$ cat config.mk
export PLATFORM = sky130hd
export DESIGN_NAME = rpi_back
export DESIGN_NICKNAME = d
export VERILOG_FILES = /design/src/hw/rtl/ray_plane_intersection_macros.svh /design/src/hw/rtl/rpi_pkg.sv /design/src/hw/rtl/rpi_back.sv
export SDC_FILE = /design/constraint.sdc
export NUM_CORES = 1
export LEC_CHECK = 0
export ABC_CLOCK_PERIOD_IN_PS = 4000
export BUFFER_PORTS_ARGS = -buffer_cell sky130_fd_sc_hd__buf_4
export CORE_AREA = 10 10 267 269
export CTS_CLUSTER_SIZE = 10
export DETAILED_ROUTE_END_ITERATION = 7
export DIE_AREA = 0 0 277 279
export HOLD_SLACK_MARGIN = 0.02
export PLACE_DENSITY = 0.51
export SLEW_MARGIN = 15
export SYNTH_ARGS = -nofsm -noshare
export SYNTH_HDL_FRONTEND = slang
export SYNTH_SLANG_ARGS = --single-unit
$ cat constraint.sdc
create_clock -name clk_i -period 4 [get_ports clk_i]
set_input_delay 0.8 -clock clk_i [delete_from_list [all_inputs] [get_ports clk_i]]
set_output_delay 0.8 -clock clk_i [all_outputs]
set_load 0.05 [all_outputs]
$ cat src/hw/rtl/ray_plane_intersection_macros.svh
// assertion macros for the ray-plane intersection block
// no dependencies; included by files that carry concurrent assertions
`ifndef RAY_PLANE_INTERSECTION_MACROS_SVH
`define RAY_PLANE_INTERSECTION_MACROS_SVH
`ifndef SYNTHESIS
`define RPI_ASSERT_IMP(name, clk, rstn, ante, cons) \
  name: assert property (@(posedge clk) disable iff (!(rstn)) (ante) |-> (cons)) \
    else $error("assertion failed");
`define RPI_ASSERT_NXT(name, clk, rstn, ante, cons) \
  name: assert property (@(posedge clk) disable iff (!(rstn)) (ante) |=> (cons)) \
    else $error("assertion failed");
`else
`define RPI_ASSERT_IMP(name, clk, rstn, ante, cons)
`define RPI_ASSERT_NXT(name, clk, rstn, ante, cons)
`endif
`endif

$ cat src/hw/rtl/rpi_pkg.sv
// widths, result codes and the divider item type of the ray-plane block
// no dependencies
`default_nettype none
package rpi_pkg;
  localparam int CoordW  = 32;
  localparam int FracW   = 16;
  localparam int TolW    = 17;
  localparam int LimW    = TolW + FracW;
  localparam int DiffW   = CoordW + 1;
  localparam int PnW     = CoordW + DiffW;
  localparam int NdW     = 2 * CoordW;
  localparam int NumW    = PnW + 2;
  localparam int DenW    = NdW + 2;
  localparam int NumMagW = PnW;
  localparam int DenMagW = NdW;
  localparam int LoW     = 33;
  localparam int HiW     = NumMagW - LoW;
  localparam int PlW     = LoW + CoordW;
  localparam int PhW     = HiW + CoordW;
  localparam int AW      = PhW + LoW;
  localparam int QuoW    = 34;
  localparam int RemW    = DenMagW + QuoW + 1;
  localparam int HitW    = QuoW + 2;
  localparam int InW     = 12 * CoordW;
  localparam int OutW    = 3 * CoordW;

  typedef enum logic [1:0] {
    ST_HIT      = 2'd0,
    ST_IN_PLANE = 2'd1,
    ST_NONE     = 2'd2
  } status_e;

  typedef struct packed {
    logic [2:0][CoordW-1:0] p;
    logic [RemW-1:0]        dvs;
    logic [2:0][RemW-1:0]   rem;
    logic [2:0][QuoW-1:0]   quo;
    logic [2:0]             neg;
    logic [2:0]             ovf;
    logic                   den_near;
    logic                   num_near;
  } div_item_t;
endpackage
`default_nettype wire

$ cat src/hw/rtl/rpi_back.sv
// output stage: applies quotient sign, saturates, picks the result case
// depends on rpi_pkg
`default_nettype none
module rpi_back (
  input  wire logic                     clk_i,
  input  wire logic                     rst_ni,
  input  wire logic                     in_valid_i,
  output logic                          in_ready_o,
  input  wire rpi_pkg::div_item_t       in_item_i,
  output logic                          out_valid_o,
  input  wire logic                     out_ready_i,
  output logic [rpi_pkg::OutW-1:0]      out_data_o,
  output rpi_pkg::status_e              out_status_o
);
  import rpi_pkg::*;

  localparam logic [HitW-1:0] SatHi = HitW'({1'b0, {(CoordW-1){1'b1}}});
  localparam logic [HitW-1:0] SatLo = {{(HitW-CoordW+1){1'b1}}, {(CoordW-1){1'b0}}};

  logic                   valid_q;
  logic [OutW-1:0]        data_q, data_d;
  status_e                status_q, status_d;
  logic [HitW-1:0]        p_ext, q_ext, h;
  logic [CoordW-1:0]      sat;

  assign in_ready_o   = !valid_q || out_ready_i;
  assign out_valid_o  = valid_q;
  assign out_data_o   = data_q;
  assign out_status_o = status_q;

  always_comb begin
    if (!in_item_i.den_near) begin
      status_d = ST_HIT;
    end else if (in_item_i.num_near) begin
      status_d = ST_IN_PLANE;
    end else begin
      status_d = ST_NONE;
    end
    for (int i = 0; i < 3; i++) begin
      p_ext = {{(HitW-CoordW){in_item_i.p[i][CoordW-1]}}, in_item_i.p[i]};
      q_ext = {2'b00, in_item_i.quo[i]};
      h     = in_item_i.neg[i] ? (p_ext + q_ext) : (p_ext - q_ext);
      if (in_item_i.ovf[i]) begin
        sat = in_item_i.neg[i] ? SatHi[CoordW-1:0] : SatLo[CoordW-1:0];
      end else if ($signed(h) > $signed(SatHi)) begin
        sat = SatHi[CoordW-1:0];
      end else if ($signed(h) < $signed(SatLo)) begin
        sat = SatLo[CoordW-1:0];
      end else begin
        sat = h[CoordW-1:0];
      end
      case (status_d)
        ST_HIT:      data_d[i*CoordW +: CoordW] = sat;
        ST_IN_PLANE: data_d[i*CoordW +: CoordW] = in_item_i.p[i];
        default:     data_d[i*CoordW +: CoordW] = '0;
      endcase
    end
  end

  always_ff @(posedge clk_i or negedge rst_ni) begin
    if (!rst_ni) begin
      valid_q <= 1'b0;
    end else if (in_ready_o) begin
      valid_q <= in_valid_i;
    end
  end

  always_ff @(posedge clk_i) begin
    if (in_ready_o && in_valid_i) begin
      data_q   <= data_d;
      status_q <= status_d;
    end
  end
endmodule
`default_nettype wire

======== After elaboration in Yosys (flattened, before gate mapping) ========
Index checks and enable logic that the tools add are counted.
word-level totals
  logic and storage cells ................. 40
  output and inout bits ................... 100
  input port bits ......................... 606
  flip-flop bits (word level) ............. 99
operators by class
  reductions and logical operators ........ 4
  equal/unequal tests ..................... 1
  order comparisons ....................... 6
  add/subtract/negate cells ............... 6
  multiplexer cells ....................... 20
operators with widths
  cell                                                                               number
  32-bit 2-to-1 mux                                                                  12
  32-bit one-hot mux with 2 select lines                                             3
  32-bit by 35-bit adder with 36-bit output                                          3
  36-bit by 32-bit greater-than comparator with 1-bit output, second input constant  3
  36-bit by 32-bit < comparator with 1-bit output, second input constant             3
  36-bit 2-to-1 mux                                                                  3
  32-bit by 35-bit subtractor with 36-bit output                                     3
  2-bit 2-to-1 mux                                                                   2
  2-bit by 1-bit equality test with 1-bit output, second input constant              1
  2-bit logical NOT                                                                  1
  1-bit logical AND                                                                  1
  1-bit logical NOT                                                                  1
  1-bit logical OR                                                                   1

======== Longest topological paths before layout ========
  depth after elaboration ................. 7
  mapped depth ............................ 23

======== Least setup slack after synthesis ========
No wires, ideal clock.
  path kind ............................... input to register
  start point ............................. in in_item_i[94] (netlist bit)
  end point ............................... reg data_q[94] (netlist: out_data_o[94]) (data pin)
  buffers on the path ..................... 1
  data arrival time ....................... 5155 ps
  stages .................................. 18
  setup time .............................. 274 ps
  setup slack ............................. -1428 ps
  cells stage by stage .................... nor4_1 nand2_1 or4_4 or4_1 nor2_1 nor2_1 xor2_1 ha_1 and2_1 nand3_1 or4_1 o32ai_1 a211oi_2 xnor2_1 or3_1 o311ai_4 buf_6 o311ai_2
on the way
  word-level cells in the longest chain between the ends .. 7
  elaborated cells between the ends (all ways) .. 9
  classes of those cells .................. add/sub: 2; order compare: 2; mux: 5
ends and longest elaborated chain
  element                                                                                                      line            text
  start: declaration                                                                                           rpi_back.sv:9   input wire rpi_pkg::div_item_t in_item_i,
  32-bit by 35-bit subtractor with 36-bit output or 32-bit by 35-bit adder with 36-bit output (tied branches)  rpi_back.sv:42  h = in_item_i.neg[i] ? (p_ext + q_ext) : (p_ext - q_ext);
  36-bit 2-to-1 mux (*)                                                                                        rpi_back.sv:42
  36-bit by 32-bit < comparator with 1-bit output                                                              rpi_back.sv:47  end else if ($signed(h) < $signed(SatLo)) begin
  32-bit 2-to-1 mux                                                                                            rpi_back.sv:47
  32-bit 2-to-1 mux (*)                                                                                        rpi_back.sv:45  end else if ($signed(h) > $signed(SatHi)) begin
  32-bit 2-to-1 mux (*)                                                                                        rpi_back.sv:43  if (in_item_i.ovf[i]) begin
  32-bit one-hot mux with 2 select lines (*)                                                                   rpi_back.sv:52  case (status_d)
  net data_d[94]                                                                                               rpi_back.sv:21  logic [OutW-1:0] data_q, data_d;
  end signal: assignment                                                                                       rpi_back.sv:70  data_q <= data_d;
  end: declaration                                                                                             rpi_back.sv:21
Mark *: on every way through the listed nets, which the timed path passes. The rest lies on a longest branch.
A chain may end at the register's enable or synchronous reset.

======== Final worst setup path ========
  start point ............................. in in_item_i[78] (netlist bit)
  end point ............................... reg data_q[83] (netlist: out_data_o[83]) (data pin)
The elaborated chain is that of the path after synthesis.

==> summary.log <==
qor: critical_path.r2r_setup_slack 2400 ps
qor: logic_synthesis.synth_seq_area_share 23.22%
qor: global_route.grtUsageTotal 15.38%
qor: sta.setup_viol 96
qor: die.die_area 77,280 um2
qor: logic_synthesis.ys_ff_latch 99
qor: detailed_routing.drc_errors 0
qor: layout.num_antenna_cells 0
qor: sta.peak_clock_frequency_supported_by_timing 0.1965 GHz
qor: layout.finalInstanceArea 21,520 um2
qor: sta.setup_total_negative_slack -90,180 ps
qor: layout.flow.area_growth_from_synthesis 68.43%
qor: logic_synthesis.synth_top_area_share 23.03%
qor: critical_path.timing.critical_path.to_type register
qor: detailed_routing.wire_per_inst 19.23 um
qor: placed_design.globalplace.congestion 0.9077
qor: pwr.p_leak 9.666 nW
qor: logic_synthesis.synth_largest_area_cell sky130_fd_sc_hd__edfxtp_1
qor: global_route.number_of_antenna_violations_at_the_first_check_in_global_routing 6
qor: cts.postCtsHoldBufs 0
qor: sta.timing_max_transition_violations_final 0
qor: global_route.grt_pass1_vias 15,580
qor: sta.skew 26.88 ps
qor: sta.timing.final.crit_period 5090 ps
qor: detailed_routing.drt-vias-per-instance 4.676
qor: cts.cts_tree built
qor: sta.relSlewSlack 51.87%
qor: detailed_routing.via_count 15,000
qor: placed_design.placed_cells 3,147
qor: logic_synthesis.post_synth_edffs 98
qor: critical_path.critical_path.max_fanout 7
qor: critical_path.worstSetupStartpointType input port
qor: die.floorplan.die.height 279 um
qor: global_route.grt-ovfl-total 0
qor: min_path.hp-class input port to async pin
qor: pwr.final_total_power 0.006739 W
qor: logic_synthesis.post_synth.cell_area_avg 8.503 um2
qor: die.fp.coreArea 65,630 um2
qor: outcome.violations negative setup slack
qor: logic_synthesis.synth_top_flop_cell sky130_fd_sc_hd__edfxtp_1
qor: cts.cts_sinks 99
qor: cts.clock_latency 410 ps
qor: logic_synthesis.synth.yosys.warnings 0
qor: critical_path.worstPathCellList buf_6 > nor4_4 > buf_4 > nand2_4 > or3_4 > or4_4 > nor2_2 > nor2_1 > xor2_1 > ha_1 > and2_4 > nand3_2 > or4_4 > o32ai_4 > a211oi_4 > xnor2_2 > or3_4 > o311ai_4 > buf_6 > clkbuf_16 > o311ai_2
qor: sta.final.period_utilization 127.2%
qor: detailed_routing.route.antenna.remaining_nets 0
qor: die.number_of_rows_in_the_core_area 94
qor: job.max_cap_viol_count 0
qor: sta.final_hold_viol_count 0
qor: detailed_routing.drt_first_iter_violations 908
qor: cts.clock_tree.htree_level_count 3
qor: sta.setup_ws -1090 ps
qor: detailed_routing.detail_route.wirelength 61.66 mm
qor: cts.cts.path.max_buffers 2
qor: global_route.pin_count_of_the_biggest_net_entering_global_routing 99
qor: sta.timing.hold.ws 178.0 ps
qor: global_route.first_pass_grt_wire_length 93.06 mm
qor: logic_synthesis.netlist_instances 1,503
qor: outcome.status complete, but fails checks
qor: critical_path.critical-path-slowest-cell sky130_fd_sc_hd__or4_4
qor: die.fp.dieW 277 um
qor: logic_synthesis.async_flop_share 1.010%
qor: layout.fillers 6,934
qor: layout.layout_cell_share_with_drive_strength_beyond_1 45.54%
qor: placed_design.dpl.hpwl 50.58 mm
qor: logic_synthesis.synth_unique_cells 89
qor: cts.clk_transition_reported_paths 70 ps
qor: die.pin_count 706
qor: cts.tritoncts.num_buffers 9
qor: pwr.ir_drop 0.2136 mV
qor: layout.final_cell_count_no_fill 3,207
qor: critical_path.critPathKind input port to register
qor: logic_synthesis.synth.net_count 2,223
qor: placed_design.placement.cell_area 20,260 um2
qor: critical_path.worst_ep_required_time 4120 ps
qor: critical_path.arrival 5210 ps
qor: logic_synthesis.most_area_consuming_cells_after_synthesis sky130_fd_sc_hd__edfxtp_1 (23%), sky130_fd_sc_hd__ha_1 (11%), sky130_fd_sc_hd__xor2_1 (8.0%), sky130_fd_sc_hd__a21oi_1 (6.9%), sky130_fd_sc_hd__xnor2_1 (5.2%)
qor: logic_synthesis.syn_area 12,780 um2
qor: pwr.power_density 313.1 nW/um2
qor: sta.grt_setup_unrepaired true
qor: cts.clockRootBuffer sky130_fd_sc_hd__clkbuf_16
qor: layout.nNetsFinal 3,058
qor: critical_path.critical_path.max_stage_delay 500 ps
qor: sta.worst_slew_pin_slew 722.0 ps
qor: detailed_routing.drt_pre_antenna_iters 7
qor: die.start_util 19.47%
qor: placed_design.port_buffers 309
[flip-flops by register name, indices dropped and copies added (netlist names)]
signal and cells:
out_valid_o 1, out_status_o 2, out_data_o 96
[area by class of cell]
cell class                 instances  area, um2  share of cell area [%]
clock inverter                     6      63.81                  0.2965
multi-input combinational       1276       9753                   45.31
sequential                        99       2968                   13.79
clock buffer                      10      229.0                   1.064
timing repair buffer             890       7179                   33.35
inverter                          62      250.2                   1.163
tap                              864       1081                   5.022
[cells by family (layout without fill, tap and decap cells)]
kind of cell               count (synthesis)  in the layout  share of synthesized area, %
buffers and inverters                    128            968                         4.435
DFF                                       99             99                         23.22
xor gates and xnor gates                 194            194                         13.44
adders and majority gates                114            114                         11.34
muxes                                      5              5                        0.4210
and+or+nand+nor                          455            455                         17.05
AOI/OAI and AO/OA                        508            508                         30.10
[stage by stage]
step / util (%) / setup WS [ps]
floorplan: - / -1319
global placement: 30.87 / -1652
detailed placement: 30.87 / -1740
CTS: 32.64 / -1079
global route: 32.80 / -1192
finish: 32.80 / -1090
[synthesized netlist by cell type, types with 5 or more instances]
| cell type | instances |
|---|---|
| sky130_fd_sc_hd__o311ai_2 | 27 |
| sky130_fd_sc_hd__clkbuf_1 | 48 |
| sky130_fd_sc_hd__a221o_1 | 33 |
| sky130_fd_sc_hd__o31ai_1 | 6 |
| sky130_fd_sc_hd__nor2_1 | 115 |
| sky130_fd_sc_hd__or3_1 | 9 |
| sky130_fd_sc_hd__nor2b_1 | 9 |
| sky130_fd_sc_hd__a21oi_1 | 175 |
| sky130_fd_sc_hd__ha_1 | 111 |
| sky130_fd_sc_hd__nor3_1 | 41 |
| sky130_fd_sc_hd__xnor2_1 | 76 |
| sky130_fd_sc_hd__buf_2 | 5 |
| sky130_fd_sc_hd__o21ai_0 | 66 |
| sky130_fd_sc_hd__nand2_1 | 155 |
| sky130_fd_sc_hd__a21o_1 | 43 |
| sky130_fd_sc_hd__nand3b_1 | 6 |
| sky130_fd_sc_hd__nor4_1 | 14 |
| sky130_fd_sc_hd__a31oi_1 | 18 |
| sky130_fd_sc_hd__and3_1 | 8 |
| sky130_fd_sc_hd__inv_1 | 62 |
| sky130_fd_sc_hd__o21bai_1 | 12 |
| sky130_fd_sc_hd__nand4_1 | 17 |
| sky130_fd_sc_hd__o211ai_1 | 15 |
| sky130_fd_sc_hd__nand2b_1 | 21 |
| sky130_fd_sc_hd__a211oi_1 | 13 |
| sky130_fd_sc_hd__xor2_1 | 117 |
| sky130_fd_sc_hd__o21a_1 | 12 |
| sky130_fd_sc_hd__buf_6 | 9 |
| sky130_fd_sc_hd__edfxtp_1 | 98 |
| sky130_fd_sc_hd__o211ai_2 | 30 |
| sky130_fd_sc_hd__and2_1 | 9 |
| sky130_fd_sc_hd__nand3_1 | 26 |
[worst paths after layout]
path	from	end	cells past startpoint
worst max register to register	out_valid_o	out_data_o[73]	3
worst min register to register	out_valid_o	out_valid_o	2
worst max-delay path	in_item_i[78]	out_data_o[83]	21
worst min-delay path	rst_ni	out_valid_o	1
min in group clk_i	out_valid_o	out_valid_o	2
max in group asynchronous	rst_ni	out_valid_o	1
[routing by layer]
layer	part of all wire (%)	GRT usage, %	up-vias	wire length, um
met5	0.055	0	-	34
met4	2.5	4.307	4	1532
met3	6.5	4.001	78	4023
met2	45	24.66	498	27570
met1	46	20.05	7106	28500
li1	-	-	7310	-
[where the power goes]
group	switching, W	total, W	internal, W
clock network	0.000492	0.000979	0.000487
logic	0.00233	0.00437	0.00204
registers	0.0000632	0.00139	0.00132
total	0.00288	0.00674	0.00385
[cells in the final DEF, fill, tap and decap left out, types with 43 or more instances in the layout]
cell and count:
sky130_fd_sc_hd__a21o_1 43, sky130_fd_sc_hd__o21ai_0 60, sky130_fd_sc_hd__edfxtp_1 98, sky130_fd_sc_hd__inv_1 59
sky130_fd_sc_hd__a21oi_1 164, sky130_fd_sc_hd__buf_4 836, sky130_fd_sc_hd__xor2_1 117, sky130_fd_sc_hd__ha_1 109
sky130_fd_sc_hd__nand2_1 150, sky130_fd_sc_hd__xnor2_1 72, sky130_fd_sc_hd__nor2_1 110
[timing repair]
action | CTS | global route
buffers inserted | 34 | 3
pin swaps | 58 | 14
resized for setup | 92 | 18
setup endpoints to repair | 96 | 96
cloned | 11 | 1
[critical path: cells and delay by family]
kind | cells | cell delay (ps)
simple gates | 10 | 2460
buf+inv | 4 | 690
compound gates | 4 | 650
fa+ha+maj | 1 | 300
xor+xnor | 2 | 290
No activity file was read; power rests on OpenSTA's default activity.
