===== config.mk =====
export PLATFORM = sky130hd
export DESIGN_NAME = rpi_div_cell
export DESIGN_NICKNAME = d
export VERILOG_FILES = /design/src/hw/rtl/ray_plane_intersection_macros.svh /design/src/hw/rtl/rpi_pkg.sv /design/src/hw/rtl/rpi_div_cell.sv
export SDC_FILE = /design/constraint.sdc
export NUM_CORES = 1
export LEC_CHECK = 0
export BUFFER_PORTS_ARGS = -buffer_cell sky130_fd_sc_hd__buf_2
export CORE_AREA = 2 2 477 479
export DETAILED_ROUTE_END_ITERATION = 8
export DIE_AREA = 0 0 479 481
export PLACE_DENSITY_LB_ADDON = 0.08
export SYNTH_ARGS = -nofsm -noshare
export SYNTH_HDL_FRONTEND = slang
export SYNTH_SLANG_ARGS = --single-unit
export TNS_END_PERCENT = 50

===== constraint.sdc =====
create_clock -name clk_i -period 19.9 [get_ports clk_i]
set_input_delay 3.98 -clock clk_i [delete_from_list [all_inputs] [get_ports clk_i]]
set_output_delay 3.98 -clock clk_i [all_outputs]
set_load 0.03 [all_outputs]

===== src/hw/rtl/ray_plane_intersection_macros.svh =====
// assertion macros for the ray-plane intersection block
// no dependencies; included by files that carry concurrent assertions
`ifndef RAY_PLANE_INTERSECTION_MACROS_SVH
`define RAY_PLANE_INTERSECTION_MACROS_SVH
`ifndef SYNTHESIS
`define RPI_ASSERT_IMP(name, clk, rstn, ante, cons) \
  name: assert property (@(posedge clk) disable iff (!(rstn)) (ante) |-> (cons)) \
    else $error("assertion failed");
`define RPI_ASSERT_NXT(name, clk, rstn, ante, cons) \
  name: assert property (@(posedge clk) disable iff (!(rstn)) (ante) |=> (cons)) \
    else $error("assertion failed");
`else
`define RPI_ASSERT_IMP(name, clk, rstn, ante, cons)
`define RPI_ASSERT_NXT(name, clk, rstn, ante, cons)
`endif
`endif


===== src/hw/rtl/rpi_pkg.sv =====
// widths, result codes and the divider item type of the ray-plane block
// no dependencies
`default_nettype none
package rpi_pkg;
  localparam int CoordW  = 32;
  localparam int FracW   = 16;
  localparam int TolW    = 17;
  localparam int LimW    = TolW + FracW;
  localparam int DiffW   = CoordW + 1;
  localparam int PnW     = CoordW + DiffW;
  localparam int NdW     = 2 * CoordW;
  localparam int NumW    = PnW + 2;
  localparam int DenW    = NdW + 2;
  localparam int NumMagW = PnW;
  localparam int DenMagW = NdW;
  localparam int LoW     = 33;
  localparam int HiW     = NumMagW - LoW;
  localparam int PlW     = LoW + CoordW;
  localparam int PhW     = HiW + CoordW;
  localparam int AW      = PhW + LoW;
  localparam int QuoW    = 34;
  localparam int RemW    = DenMagW + QuoW + 1;
  localparam int HitW    = QuoW + 2;
  localparam int InW     = 12 * CoordW;
  localparam int OutW    = 3 * CoordW;

  typedef enum logic [1:0] {
    ST_HIT      = 2'd0,
    ST_IN_PLANE = 2'd1,
    ST_NONE     = 2'd2
  } status_e;

  typedef struct packed {
    logic [2:0][CoordW-1:0] p;
    logic [RemW-1:0]        dvs;
    logic [2:0][RemW-1:0]   rem;
    logic [2:0][QuoW-1:0]   quo;
    logic [2:0]             neg;
    logic [2:0]             ovf;
    logic                   den_near;
    logic                   num_near;
  } div_item_t;
endpackage
`default_nettype wire


===== src/hw/rtl/rpi_div_cell.sv =====
// one restoring divider cell: one quotient bit per axis per item
// depends on rpi_pkg
`default_nettype none
module rpi_div_cell (
  input  wire logic          clk_i,
  input  wire logic          rst_ni,
  input  wire logic          in_valid_i,
  output logic               in_ready_o,
  input  wire rpi_pkg::div_item_t in_item_i,
  output logic               out_valid_o,
  input  wire logic          out_ready_i,
  output rpi_pkg::div_item_t out_item_o
);
  import rpi_pkg::*;

  logic      valid_q;
  div_item_t item_q, item_d;
  logic [RemW:0] shifted;
  logic [RemW:0] diff;

  assign in_ready_o  = !valid_q || out_ready_i;
  assign out_valid_o = valid_q;
  assign out_item_o  = item_q;

  always_comb begin
    item_d = in_item_i;
    for (int i = 0; i < 3; i++) begin
      shifted = {in_item_i.rem[i], 1'b0};
      diff    = shifted - {1'b0, in_item_i.dvs};
      if (shifted >= {1'b0, in_item_i.dvs}) begin
        item_d.rem[i] = diff[RemW-1:0];
        item_d.quo[i] = {in_item_i.quo[i][QuoW-2:0], 1'b1};
      end else begin
        item_d.rem[i] = shifted[RemW-1:0];
        item_d.quo[i] = {in_item_i.quo[i][QuoW-2:0], 1'b0};
      end
    end
  end

  always_ff @(posedge clk_i or negedge rst_ni) begin
    if (!rst_ni) begin
      valid_q <= 1'b0;
    end else if (in_ready_o) begin
      valid_q <= in_valid_i;
    end
  end

  always_ff @(posedge clk_i) begin
    if (in_ready_o && in_valid_i) item_q <= item_d;
  end
endmodule
`default_nettype wire


Word level (Yosys, flattened, before mapping)

Index checks and enable logic that the tools add are counted.

Bits in registers: 603
Latch bits: 0
Bits in writable memories: 0
ROM bits: 0
Bits of input ports: 606
Output and inout port bits: 604
Word-level logic and storage cells: 33
Memories: 0

Add/sub/neg operators: 3
$mul: 0
Divide/modulo/power cells: 0
Magnitude comparators: 3
Equal/unequal tests: 0
Shift operators: 0
Muxes and demuxes: 6
Bitwise operators: 0
Reductions and logical operators: 3

Operators by type and width:

| cell                                          | number |
|---|---|
| greater-or-equal comparator 100 x 99 -> 1 bit | 3 |
| 2-to-1 mux 99 bit                             | 3 |
| subtractor 99 bit                             | 3 |
| 2-to-1 mux 1 bit                              | 3 |
| logical AND 1 bit                             | 1 |
| logical NOT 1 bit                             | 1 |
| logical OR 1 bit                              | 1 |

Logic depth before layout (Yosys ltp)

Gate-level depths: netlist (run 1).

Depth after elaboration: 3
Depth in mapped cells: 17
Depth with buffers taken out: 14

Worst setup path before layout (run 1)

Ideal clock, no wire load.

Kind: input -> register
From: in out_ready_i
To: reg item_q (netlist bit out_item_o[0]), enable pin
Library setup time: 1.043 ns
Arrival time: 17.909 ns
Required time: 18.857 ns
Path slack: 0.948 ns
Stages: 2
Buffers on the path: 0
Cells stage by stage: nand2b_1 and2_1

Cells in the longest elaborated chain, start to end: 2

Ends and longest elaborated chain:

| item                 | RTL line           | text |
|---|---|---|
| from (decl)          | rpi_div_cell.sv:11 | `input wire logic out_ready_i,` |
| logical OR 1 bit     | rpi_div_cell.sv:21 | `assign in_ready_o = !valid_q \|\| out_ready_i;` |
| logical AND 1 bit    | rpi_div_cell.sv:49 | `if (in_ready_o && in_valid_i) item_q <= item_d;` |
| to (signal assigned) | rpi_div_cell.sv:49 |  |
| to (decl)            | rpi_div_cell.sv:17 | `div_item_t item_q, item_d;` |

Every way passes these cells.
A chain may end at the register's enable or synchronous reset.

==> summary.md, run 1 <==
| Metric | Value |
|---|---|
| Outcome | completed |
| Hold_ws | 0.5261 ns |
| Met3 routed WL | 16400 um |
| Reg-to-reg critical path startpoint | out_valid_o |
| CTS resizes | 0 |
| Post-synthesis mux area share | 0.3263% |
| Slew at the pin closest to its max-slew limit | 1.234 ns |
| Half-perimeter wire length after placement | 211700 um |
| Part of the total power dissipated in sequential elements | 34.5% |
| Cell class contributing the biggest share of worst-path delay | compound AO/OA/AOI/OAI gates |
| Starting Density | 17.84% |
| Leftover overflow at the end of global routing | 0 |
| Post-synth cell types | 86 |
| Switching pwr | 1.723 mW |
| Post-Synth Simple-Gate Area | 14.77% |
| Die Height | 481 um |
| Max-slew violations | 0 |
| Leakage power | 21.74 nW |
| Worst min path class | reg2reg |
| Post-CTS Hold Fix Bufs | 0 |
| Cell Rows | 175 |
| Hold path startpoint | out_valid_o |
| # setup viols final | 0 |
| Unrepaired setup endpoints after global routing | no |
| CTS H-tree lvls | 3 |
| Storage cell area | 18100 um2 |
| Highest signal layer in the routed design | met5 |
| Switching share of power | 37.31% |
| Required @ worst endpoint | 20.32 ns |
| Int Power | 2.895 mW |
| Mean instance size in the synthesized netlist | 9.446 um2 |
| Worst Slack Setup Final | 9.872 ns |
| Most common cell after layout, fill and taps aside | sky130_fd_sc_hd__buf_2 |
| Max transition margin | 17.47% |
| Number of routed nets with antenna violations | 0 |
| Ratio of cells with drive above 1 in the final layout | 25.78% |
| Combinational group share of total power | 30.7% |
| Worst path depth | 17 |
| WHS Path Cells | 2 |
| Most used cells in the layout excluding fill and tap cells | sky130_fd_sc_hd__buf_2 (1206), sky130_fd_sc_hd__edfxtp_1 (602), sky130_fd_sc_hd__a21oi_1 (551) |
| Placer's final routability congestion estimate | 0.8961 |
| Clock tree from TritonCTS | done |
| Complex-gate fraction of the synthesized area | 20.91% |
| Largest area contributor in the synthesized netlist | sky130_fd_sc_hd__edfxtp_1 |
| Die ar. | 230400 um2 |
| Post-Place Worst Slack | 9.054 ns |
| Global-route usage over all layers | 20.51% |
| Power per Cell Area | 88.08 nW/um2 |
| Yosys warnings | 0 |
| Clock power share | 34.8% |
| Critical-path top delay cell | sky130_fd_sc_hd__a31oi_1 |
| Number of hold violations in the final report | 0 |
| Post-synth top flop | sky130_fd_sc_hd__edfxtp_1 |
| Cell types occupying the most area after synthesis | sky130_fd_sc_hd__edfxtp_1 (45%), sky130_fd_sc_hd__ha_1 (9.2%), sky130_fd_sc_hd__a21oi_1 (6.8%) |
| Post-Route M1 WL | 101000 um |
| Fin util | 23.23% |
| Worst-case vdd ir drop | 0.00006303 V |
| Ratio of final minimum period to clock period | 50.39% |
| Max-cap violations | 0 |
| FF-to-FF End | out_item_o[106] |
| Length of the first detailed-routing pass in iterations | 6 |
| Adder and majority gate portion of the synthesized area | 9.378% |
| Register-to-register path setup slack | 15.84 ns |
| Final critical path time including I/O delays and setup | 10.03 ns |
| Maximum operating frequency | 99.72 MHz |
| WS Path Type | in2reg |
| Category of the worst setup path launch point | primary input |
| Area share of the largest cell type after synthesis | 44.89% |
| Cell area after technology mapping | 40270 um2 |
| Maximum clock insertion buffer count | 3 |
| Growth of design area from synthesis to finish | 30.21% |
| Wire length of the first global-routing pass | 328600 um |
| Worst path max stage delay | 0.89 ns |
| Number of antenna violations at the first check in global routing | 106 |
| Endpoint, Worst Hold | out_valid_o |
| Routed Wire Length | 247500 um |
| Root cell of the clock tree | sky130_fd_sc_hd__clkbuf_16 |
| Type of destination of the critical path | register |
| Number of buffers inserted by port buffering | 1206 |
| Largest driver fanout on the critical path | 81 |
| Number of nets in the final layout | 6299 |
| I/O pin cnt | 1210 |
| Worst-Skew Late Latency | 0.74 ns |
| Detailed-routed wire length on met2 | 123600 um |
| Sink count of the clock tree | 603 |
| Clock-pin slew reported for the worst setup and hold paths after clock tree synthesis | 0.06 ns |
| Logic depth of the worst register-to-register path | 6 |
| Mapped Nets | 5169 |
| Iter 0 DRT Violations | 2535 |
| Synthesized instance count | 4263 |
| Area used by multi-input combinational logic | 20690 um2 |
| Worst Path Buf+Inv | 5 |
| Pin count of the biggest net entering global routing | 101 |
| Post-Synth XOR/XNOR Area | 5.938% |
| Avg Vias per Cell | 4.546 |
| Endpoint arrival time on the critical path | 10.45 ns |
| Fillcell total | 24.96k |
| Number of global-route vias before repair | 38.61k |
| Fraction of registers with async set/reset | 0.1658% |
| Final total negative setup slack | 0 ns |
| Core region area | 225700 um2 |
| Number of synthesized flops with an enable pin | 602 |
| Die Width | 479 um |
| Clock buffer count from CTS | 86 |
| Setup skew after layout | 0.03653 ns |
| Proportion of synthesized chip area in sequential cells | 44.96% |
| Cells along the critical path | buf_2 -> inv_1 -> fa_1 -> a21oi_1 -> o211ai_1 -> o2111ai_1 -> nand3b_1 -> a31oi_1 -> o21ai_2 -> a31oi_2 -> a2111oi_4 -> nor2_4 -> inv_4 -> buf_4 -> buf_4 -> nor2_1 -> a21oi_1 |
| Post-CTS setup buffer count | 0 |
| #FFs+latches synth | 603 |
| Total number of vias | 38.59k |
| Remaining routing DRC violations | 0 |
| Dominant combinational cell family by area after synthesis | compound AO/OA/AOI/OAI gates |
| Average routed wire per standard cell | 29.15 um |
==> logic make-up after synthesis <==
logic type               count (synthesis)
flip-flops                             603
adder cells (fa/ha/maj)                300
XOR/XNOR                               273
AO/OA/AOI/OAI                         1398
multiplexers                            12
buffers and inverters                  382
AND/OR/NAND/NOR                       1295
==> worst reg2reg max path, cell delays in order (launching register included) <==
cell,delay [ns]
sky130_fd_sc_hd__dfrtp_1,0.37
sky130_fd_sc_hd__nand2b_1,0.11
sky130_fd_sc_hd__and2_4,0.43
sky130_fd_sc_hd__buf_12,0.53
sky130_fd_sc_hd__buf_4,0.81
sky130_fd_sc_hd__buf_4,0.80
sky130_fd_sc_hd__buf_4,0.64
==> cell usage after synthesis, drive strengths merged, types with 26 or more instances <==
cell type / number
buf: 49
a21oi: 553
ha: 297
clkbuf: 144
xnor2: 145
nor2: 379
nand4: 109
xor2: 128
nor4: 26
a21o: 148
nor3: 60
a31oi: 39
nand3: 66
edfxtp: 602
nand2: 465
o21a: 33
o21ai: 359
and2: 35
and3: 32
o21bai: 73
inv: 189
==> through the flow <==
stage          cells  instance area [um2]  total power [mW]
2_1_floorplan   4263                40270             2.517
3_3_place_gp    8314                49530             3.058
3_5_place_dp    8314                49530             3.048
4_1_cts         8470                52380             4.715
5_1_grt         8477                52400             4.853
6_report        8490                52430             4.619
==> state kept, by name, summed over array words and instances (netlist names) <==
name,cells
out_valid_o,1
out_item_o,602
==> per-layer routing <==
layer	vias up	global-route usage, %
met5	-	0
met4	60	5.349
met3	304	5.035
met2	1350	36.49
met1	18810	24.45
li1	18070	-
==> power groups by stage <==
stage / sequential, mW / combinational [mW] / clock (mW)
floorplan: 1.87 / 0.652 / 0
global placement: 1.62 / 1.44 / 0
detailed placement: 1.62 / 1.43 / 0
CTS: 1.60 / 1.44 / 1.68
global route: 1.60 / 1.54 / 1.71
finish: 1.59 / 1.42 / 1.61
==> worst max path at each step <==
stage	startpoint	to	slack [ns]
floorplan	out_ready_i	out_item_o[0]	0.95
global placement	in_item_i[407]	out_item_o[331]	9.07
detailed placement	in_item_i[407]	out_item_o[336]	9.05
CTS	in_item_i[407]	out_item_o[343]	9.84
global route	in_item_i[407]	out_item_o[342]	9.54
finish	in_item_i[407]	out_item_o[340]	9.87
==> area by class of cell <==
type,instances,area share (%)
Antenna cell,20,0.09545
Clock buffer,107,4.255
Clock inverter,49,1.181
Inverter,189,1.363
Multi-Input combinational cell,3278,39.45
Sequential cell,603,34.52
Tap cell,3009,7.180
Timing Repair Buffer,1235,11.95
(Power assumes the default switching activity.)
==> run 2, diff against run 1 <==
--- a/config.mk
+++ b/config.mk
@@ -5,10 +5,11 @@
 export SDC_FILE = /design/constraint.sdc
 export NUM_CORES = 1
 export LEC_CHECK = 0
+export ABC_AREA = 1
 export BUFFER_PORTS_ARGS = -buffer_cell sky130_fd_sc_hd__buf_2
-export CORE_AREA = 2 2 477 479
+export CORE_AREA = 2 2 470 472
 export DETAILED_ROUTE_END_ITERATION = 8
-export DIE_AREA = 0 0 479 481
+export DIE_AREA = 0 0 472 474
 export PLACE_DENSITY_LB_ADDON = 0.08
 export SYNTH_ARGS = -nofsm -noshare
 export SYNTH_HDL_FRONTEND = slang
==> constraint.sdc (replaced) <==
create_clock -name clk_i -period 10 [get_ports clk_i]
set_input_delay 2 -clock clk_i [delete_from_list [all_inputs] [get_ports clk_i]]
set_output_delay 2 -clock clk_i [all_outputs]
set_load 0.03 [all_outputs]
==> summary.md, run 2 <==
| Metric | Value |
|---|---|
| Type of destination of the critical path | register |
| Half-perimeter wire length after placement | 285900 um (+35%) |
| Max-cap violations | 0 (unchanged) |
| Placed cell count | 12.16k (+46%) |
| Placer's final routability congestion estimate | 1.094 (+22%) |
| Number of routed nets with antenna violations | 0 (unchanged) |
| Final critical path time including I/O delays and setup | 6.329 ns |
| Cell types occupying the most area after synthesis | sky130_fd_sc_hd__edfxtp_1 (34%), sky130_fd_sc_hd__nand2_1 (23%), sky130_fd_sc_hd__inv_1 (13%) |
| Cell class contributing the biggest share of worst-path delay | simple AND/OR/NAND/NOR gates |
| Fraction of registers with async set/reset | 0.1658% (unchanged) |
| Commonest cells post-synth | sky130_fd_sc_hd__nand2_1 (3276), sky130_fd_sc_hd__inv_1 (1812), sky130_fd_sc_hd__nor2_1 (646) |
| Remaining routing DRC violations | 0 (unchanged) |
| Maximum clock insertion buffer count | 3 (unchanged) |
| Fillcell total | 24.85k (-0.48%) |
| Reg-to-reg critical path startpoint | out_valid_o |
| Worst-case vdd ir drop | 0.0001172 V (+86%) |
| Post-synth top flop | sky130_fd_sc_hd__edfxtp_1 |
| Die ar. | 223700 um2 (-2.9%) |
| Non-filler instance count after layout | 12.36k (+46%) |
| I/O pin cnt | 1210 (unchanged) |
| Post-CTS setup buffer count | 0 (unchanged) |
| WS Path Type | in2reg |
| Area used by multi-input combinational logic | 27070 um2 (+31%) |
| Fin util | 29.61% (+6.4 points) |
| Number of hold violations in the final report | 0 (unchanged) |
| Power per Cell Area | 146.3 nW/um2 (+66%) |
| Leftover overflow at the end of global routing | 0 (unchanged) |
| Core region area | 218700 um2 (-3.1%) |
| Die Height | 474 um (-1.5%) |
| Total number of vias | 56.67k (+47%) |
| Number of nets in the final layout | 10.28k (+63%) |
| Maximum operating frequency | 158.0 MHz |
| Largest driver fanout on the critical path | 153 (+89%) |
| Most common cell after layout, fill and taps aside | sky130_fd_sc_hd__nand2_1 |
| Synthesized instance count | 8137 (+91%) |
| Setup skew after layout | 0.04374 ns (+0.007205 ns) |
| Most used cells in the layout excluding fill and tap cells | sky130_fd_sc_hd__nand2_1 (3276), sky130_fd_sc_hd__inv_1 (1810), sky130_fd_sc_hd__buf_2 (1206) |
| CTS H-tree lvls | 3 (unchanged) |
| Placed Area | 61920 um2 (+25%) |
| Worst Path Buf+Inv | 3 (-2) |
| #FFs+latches synth | 603 (unchanged) |
| Clock-pin slew reported for the worst setup and hold paths after clock tree synthesis | 0.05 ns (about the same) |
| Top-count cell post-synth | sky130_fd_sc_hd__nand2_1 |
| Slew at the pin closest to its max-slew limit | 0.9965 ns (-0.2376 ns) |
| Logic depth of the worst register-to-register path | 3 (-3) |
| Endpoint, Worst Hold | out_valid_o |
| Yosys warnings | 0 (unchanged) |
| Die Width | 472 um (-1.5%) |
| Number of buffers inserted by port buffering | 1206 (unchanged) |
| Worst path max stage delay | 0.67 ns (-0.22 ns) |
| Unrepaired setup endpoints after global routing | no |
| Sink count of the clock tree | 603 (unchanged) |
| Final total negative setup slack | 0 ns (unchanged) |
| Max-slew violations | 0 (unchanged) |
| Ratio of cells with drive above 1 in the final layout | 14.84% (-11 points) |
| Global-route usage over all layers | 27.98% (+7.5 points) |
| Pin count of the biggest net entering global routing | 154 (+52%) |
| CTS resizes | 0 (unchanged) |
| Required @ worst endpoint | 10.47 ns (-9.85 ns) |
| Post-CTS Hold Fix Bufs | 0 (unchanged) |
| Length of the first detailed-routing pass in iterations | 6 (unchanged) |
| Clock tree from TritonCTS | done |
| Outcome | completed |
| Iter 0 DRT Violations | 4585 (+81%) |
| Cell area after layout | 64730 um2 (+23%) |
| Starting Density | 24.02% (+6.2 points) |
| Max FFs per register | 602 (unchanged) |
| Storage cell area | 18100 um2 (unchanged) |
| Post-synth cell types | 36 (-58%) |
| Average routed wire per standard cell | 26.22 um (-10%) |
| Worst min path class | reg2reg |
| Cell Rows | 172 (-1.7%) |
| Cell area after technology mapping | 52520 um2 (+30%) |
| Most frequent cell on the critical path | sky130_fd_sc_hd__nand3_1 |
| FF-to-FF End | out_item_o[210] |
| Number of synthesized flops with an enable pin | 602 (unchanged) |
| Number of antenna violations at the first check in global routing | 127 (+20%) |
| Largest area contributor in the synthesized netlist | sky130_fd_sc_hd__edfxtp_1 |
| Growth of design area from synthesis to finish | 23.25% |
| Cells along the critical path | buf_2 -> inv_1 -> fa_1 -> nand3_1 -> nand3_1 -> nand4_1 -> nand3_1 -> nand2_1 -> nand2_1 -> nand2_2 -> nand3_4 -> buf_12 -> o21ai_0 |
| WHS Path Cells | 2 (unchanged) |
| Register-to-register path setup slack | 7.76 ns (-8.08 ns) |
| Area share of the largest cell type after synthesis | 34.42% (-10 points) |
| Max transition margin | 33.57% (+16 points) |
| Category of the worst setup path launch point | primary input |
| Avg Vias per Cell | 4.586 (+0.90%) |
| Endpoint arrival time on the critical path | 6.80 ns (-3.65 ns) |
| Mapped Nets | 9043 (+75%) |
| Leakage power | 35.57 nW (+64%) |
| Number of global-route vias before repair | 54.59k (+41%) |
| Clock buffer count from CTS | 81 (-5.8%) |
| Critical-path top delay cell | sky130_fd_sc_hd__o21ai_0 |
| Root cell of the clock tree | sky130_fd_sc_hd__clkbuf_16 |
| Hold path startpoint | out_valid_o |
| Mean instance size in the synthesized netlist | 6.455 um2 (-32%) |
| Wire length of the first global-routing pass | 429400 um (+31%) |
| Proportion of synthesized chip area in sequential cells | 34.47% (-10 points) |
| Worst-Skew Late Latency | 0.76 ns (+0.02 ns) |
| Ratio of final minimum period to clock period | 63.29% |
| # setup viols final | 0 (unchanged) |
| Routed Wire Length | 324000 um (+31%) |
## run 2: cell types whose count changed after synthesis, moves of 34 or more
cell                       delta
sky130_fd_sc_hd__inv_1     +1626
sky130_fd_sc_hd__nand3b_1    +75
sky130_fd_sc_hd__o21ai_0    -155
sky130_fd_sc_hd__nor2_1     +268
sky130_fd_sc_hd__a31oi_1     -38
sky130_fd_sc_hd__nand4_1     +87
sky130_fd_sc_hd__a21oi_1    -315
sky130_fd_sc_hd__a21o_1     -148
sky130_fd_sc_hd__nand3_1    +262
sky130_fd_sc_hd__xnor2_1    -142
sky130_fd_sc_hd__buf_2       -34
sky130_fd_sc_hd__clkbuf_1    -95
sky130_fd_sc_hd__nand2_1   +2812
sky130_fd_sc_hd__xor2_1      +49
## run 2: area by class of cell
| cell class | count | area share (%) |
|---|---|---|
| inverter | 1823 | 10.57 |
| antenna | 52 | 0.2010 |
| tap | 2871 | 5.549 |
| timing repair buffer | 1233 | 9.753 |
| sequential | 603 | 27.96 |
| clock buffer | 101 | 3.247 |
| multi-input combinational | 5627 | 41.82 |
| clock inverter | 47 | 0.8930 |
## run 2: report_power, final
part / internal, mW / switching, mW / total (mW)
Combinational: 0.860 / 2.43 / 3.29
Clock: 1.70 / 1.31 / 3.00
Sequential: 3.08 / 0.0940 / 3.17
Total: 5.64 / 3.83 / 9.47
## run 2: logic make-up (layout without fill, tap and decap cells)
| group | after synthesis | in the layout | share of synthesized area, % |
|---|---|---|---|
| adders and majority gates | 300 | 300 | 7.190 |
| buffers and inverters | 1907 | 3204 | 14.01 |
| AOI/OAI and AO/OA | 509 | 509 | 5.210 |
| other | 0 | 52 | 0 |
| DFF | 603 | 603 | 34.47 |
| xor gates and xnor gates | 180 | 180 | 3.002 |
| and+or+nand+nor | 4638 | 4638 | 36.12 |
## run 2: worst max-delay path by stage
stage | depth (start not counted) | slack (ns) | end | from
floorplan | 2 | -2.30 | out_item_o[0] | out_ready_i
global placement | 13 | 3.23 | out_item_o[261] | in_item_i[407]
detailed placement | 14 | 3.14 | out_item_o[349] | in_item_i[407]
CTS | 13 | 3.97 | out_item_o[261] | in_item_i[407]
global route | 13 | 3.69 | out_item_o[253] | in_item_i[407]
finish | 13 | 3.67 | out_item_o[253] | in_item_i[407]
## run 2: metrics by stage
step	setup WS, ns	power [mW]	hold slack, ns
CTS	3.970	9.597	0.5843
floorplan	-2.295	5.159	0.9282
global placement	3.232	6.504	0.5604
global route	3.686	9.957	0.6237
detailed placement	3.138	6.503	0.5691
finish	3.671	9.469	0.5765
## run 2: tightest hold or removal path, stage by stage, from the launching register on
cell	delay, ns
sky130_fd_sc_hd__dfrtp_1	0.40
sky130_fd_sc_hd__nand2_1	0.09
sky130_fd_sc_hd__nand2_1	0.05
## run 2: routing by layer
metal	track usage (%)	part of all wire, %	vias to the layer above
li1	-	-	27610
met1	35.08	42	26520
met2	47.25	47	2045
met3	5.463	6.6	468
met4	10.55	4.1	34
met5	0	0.062	-
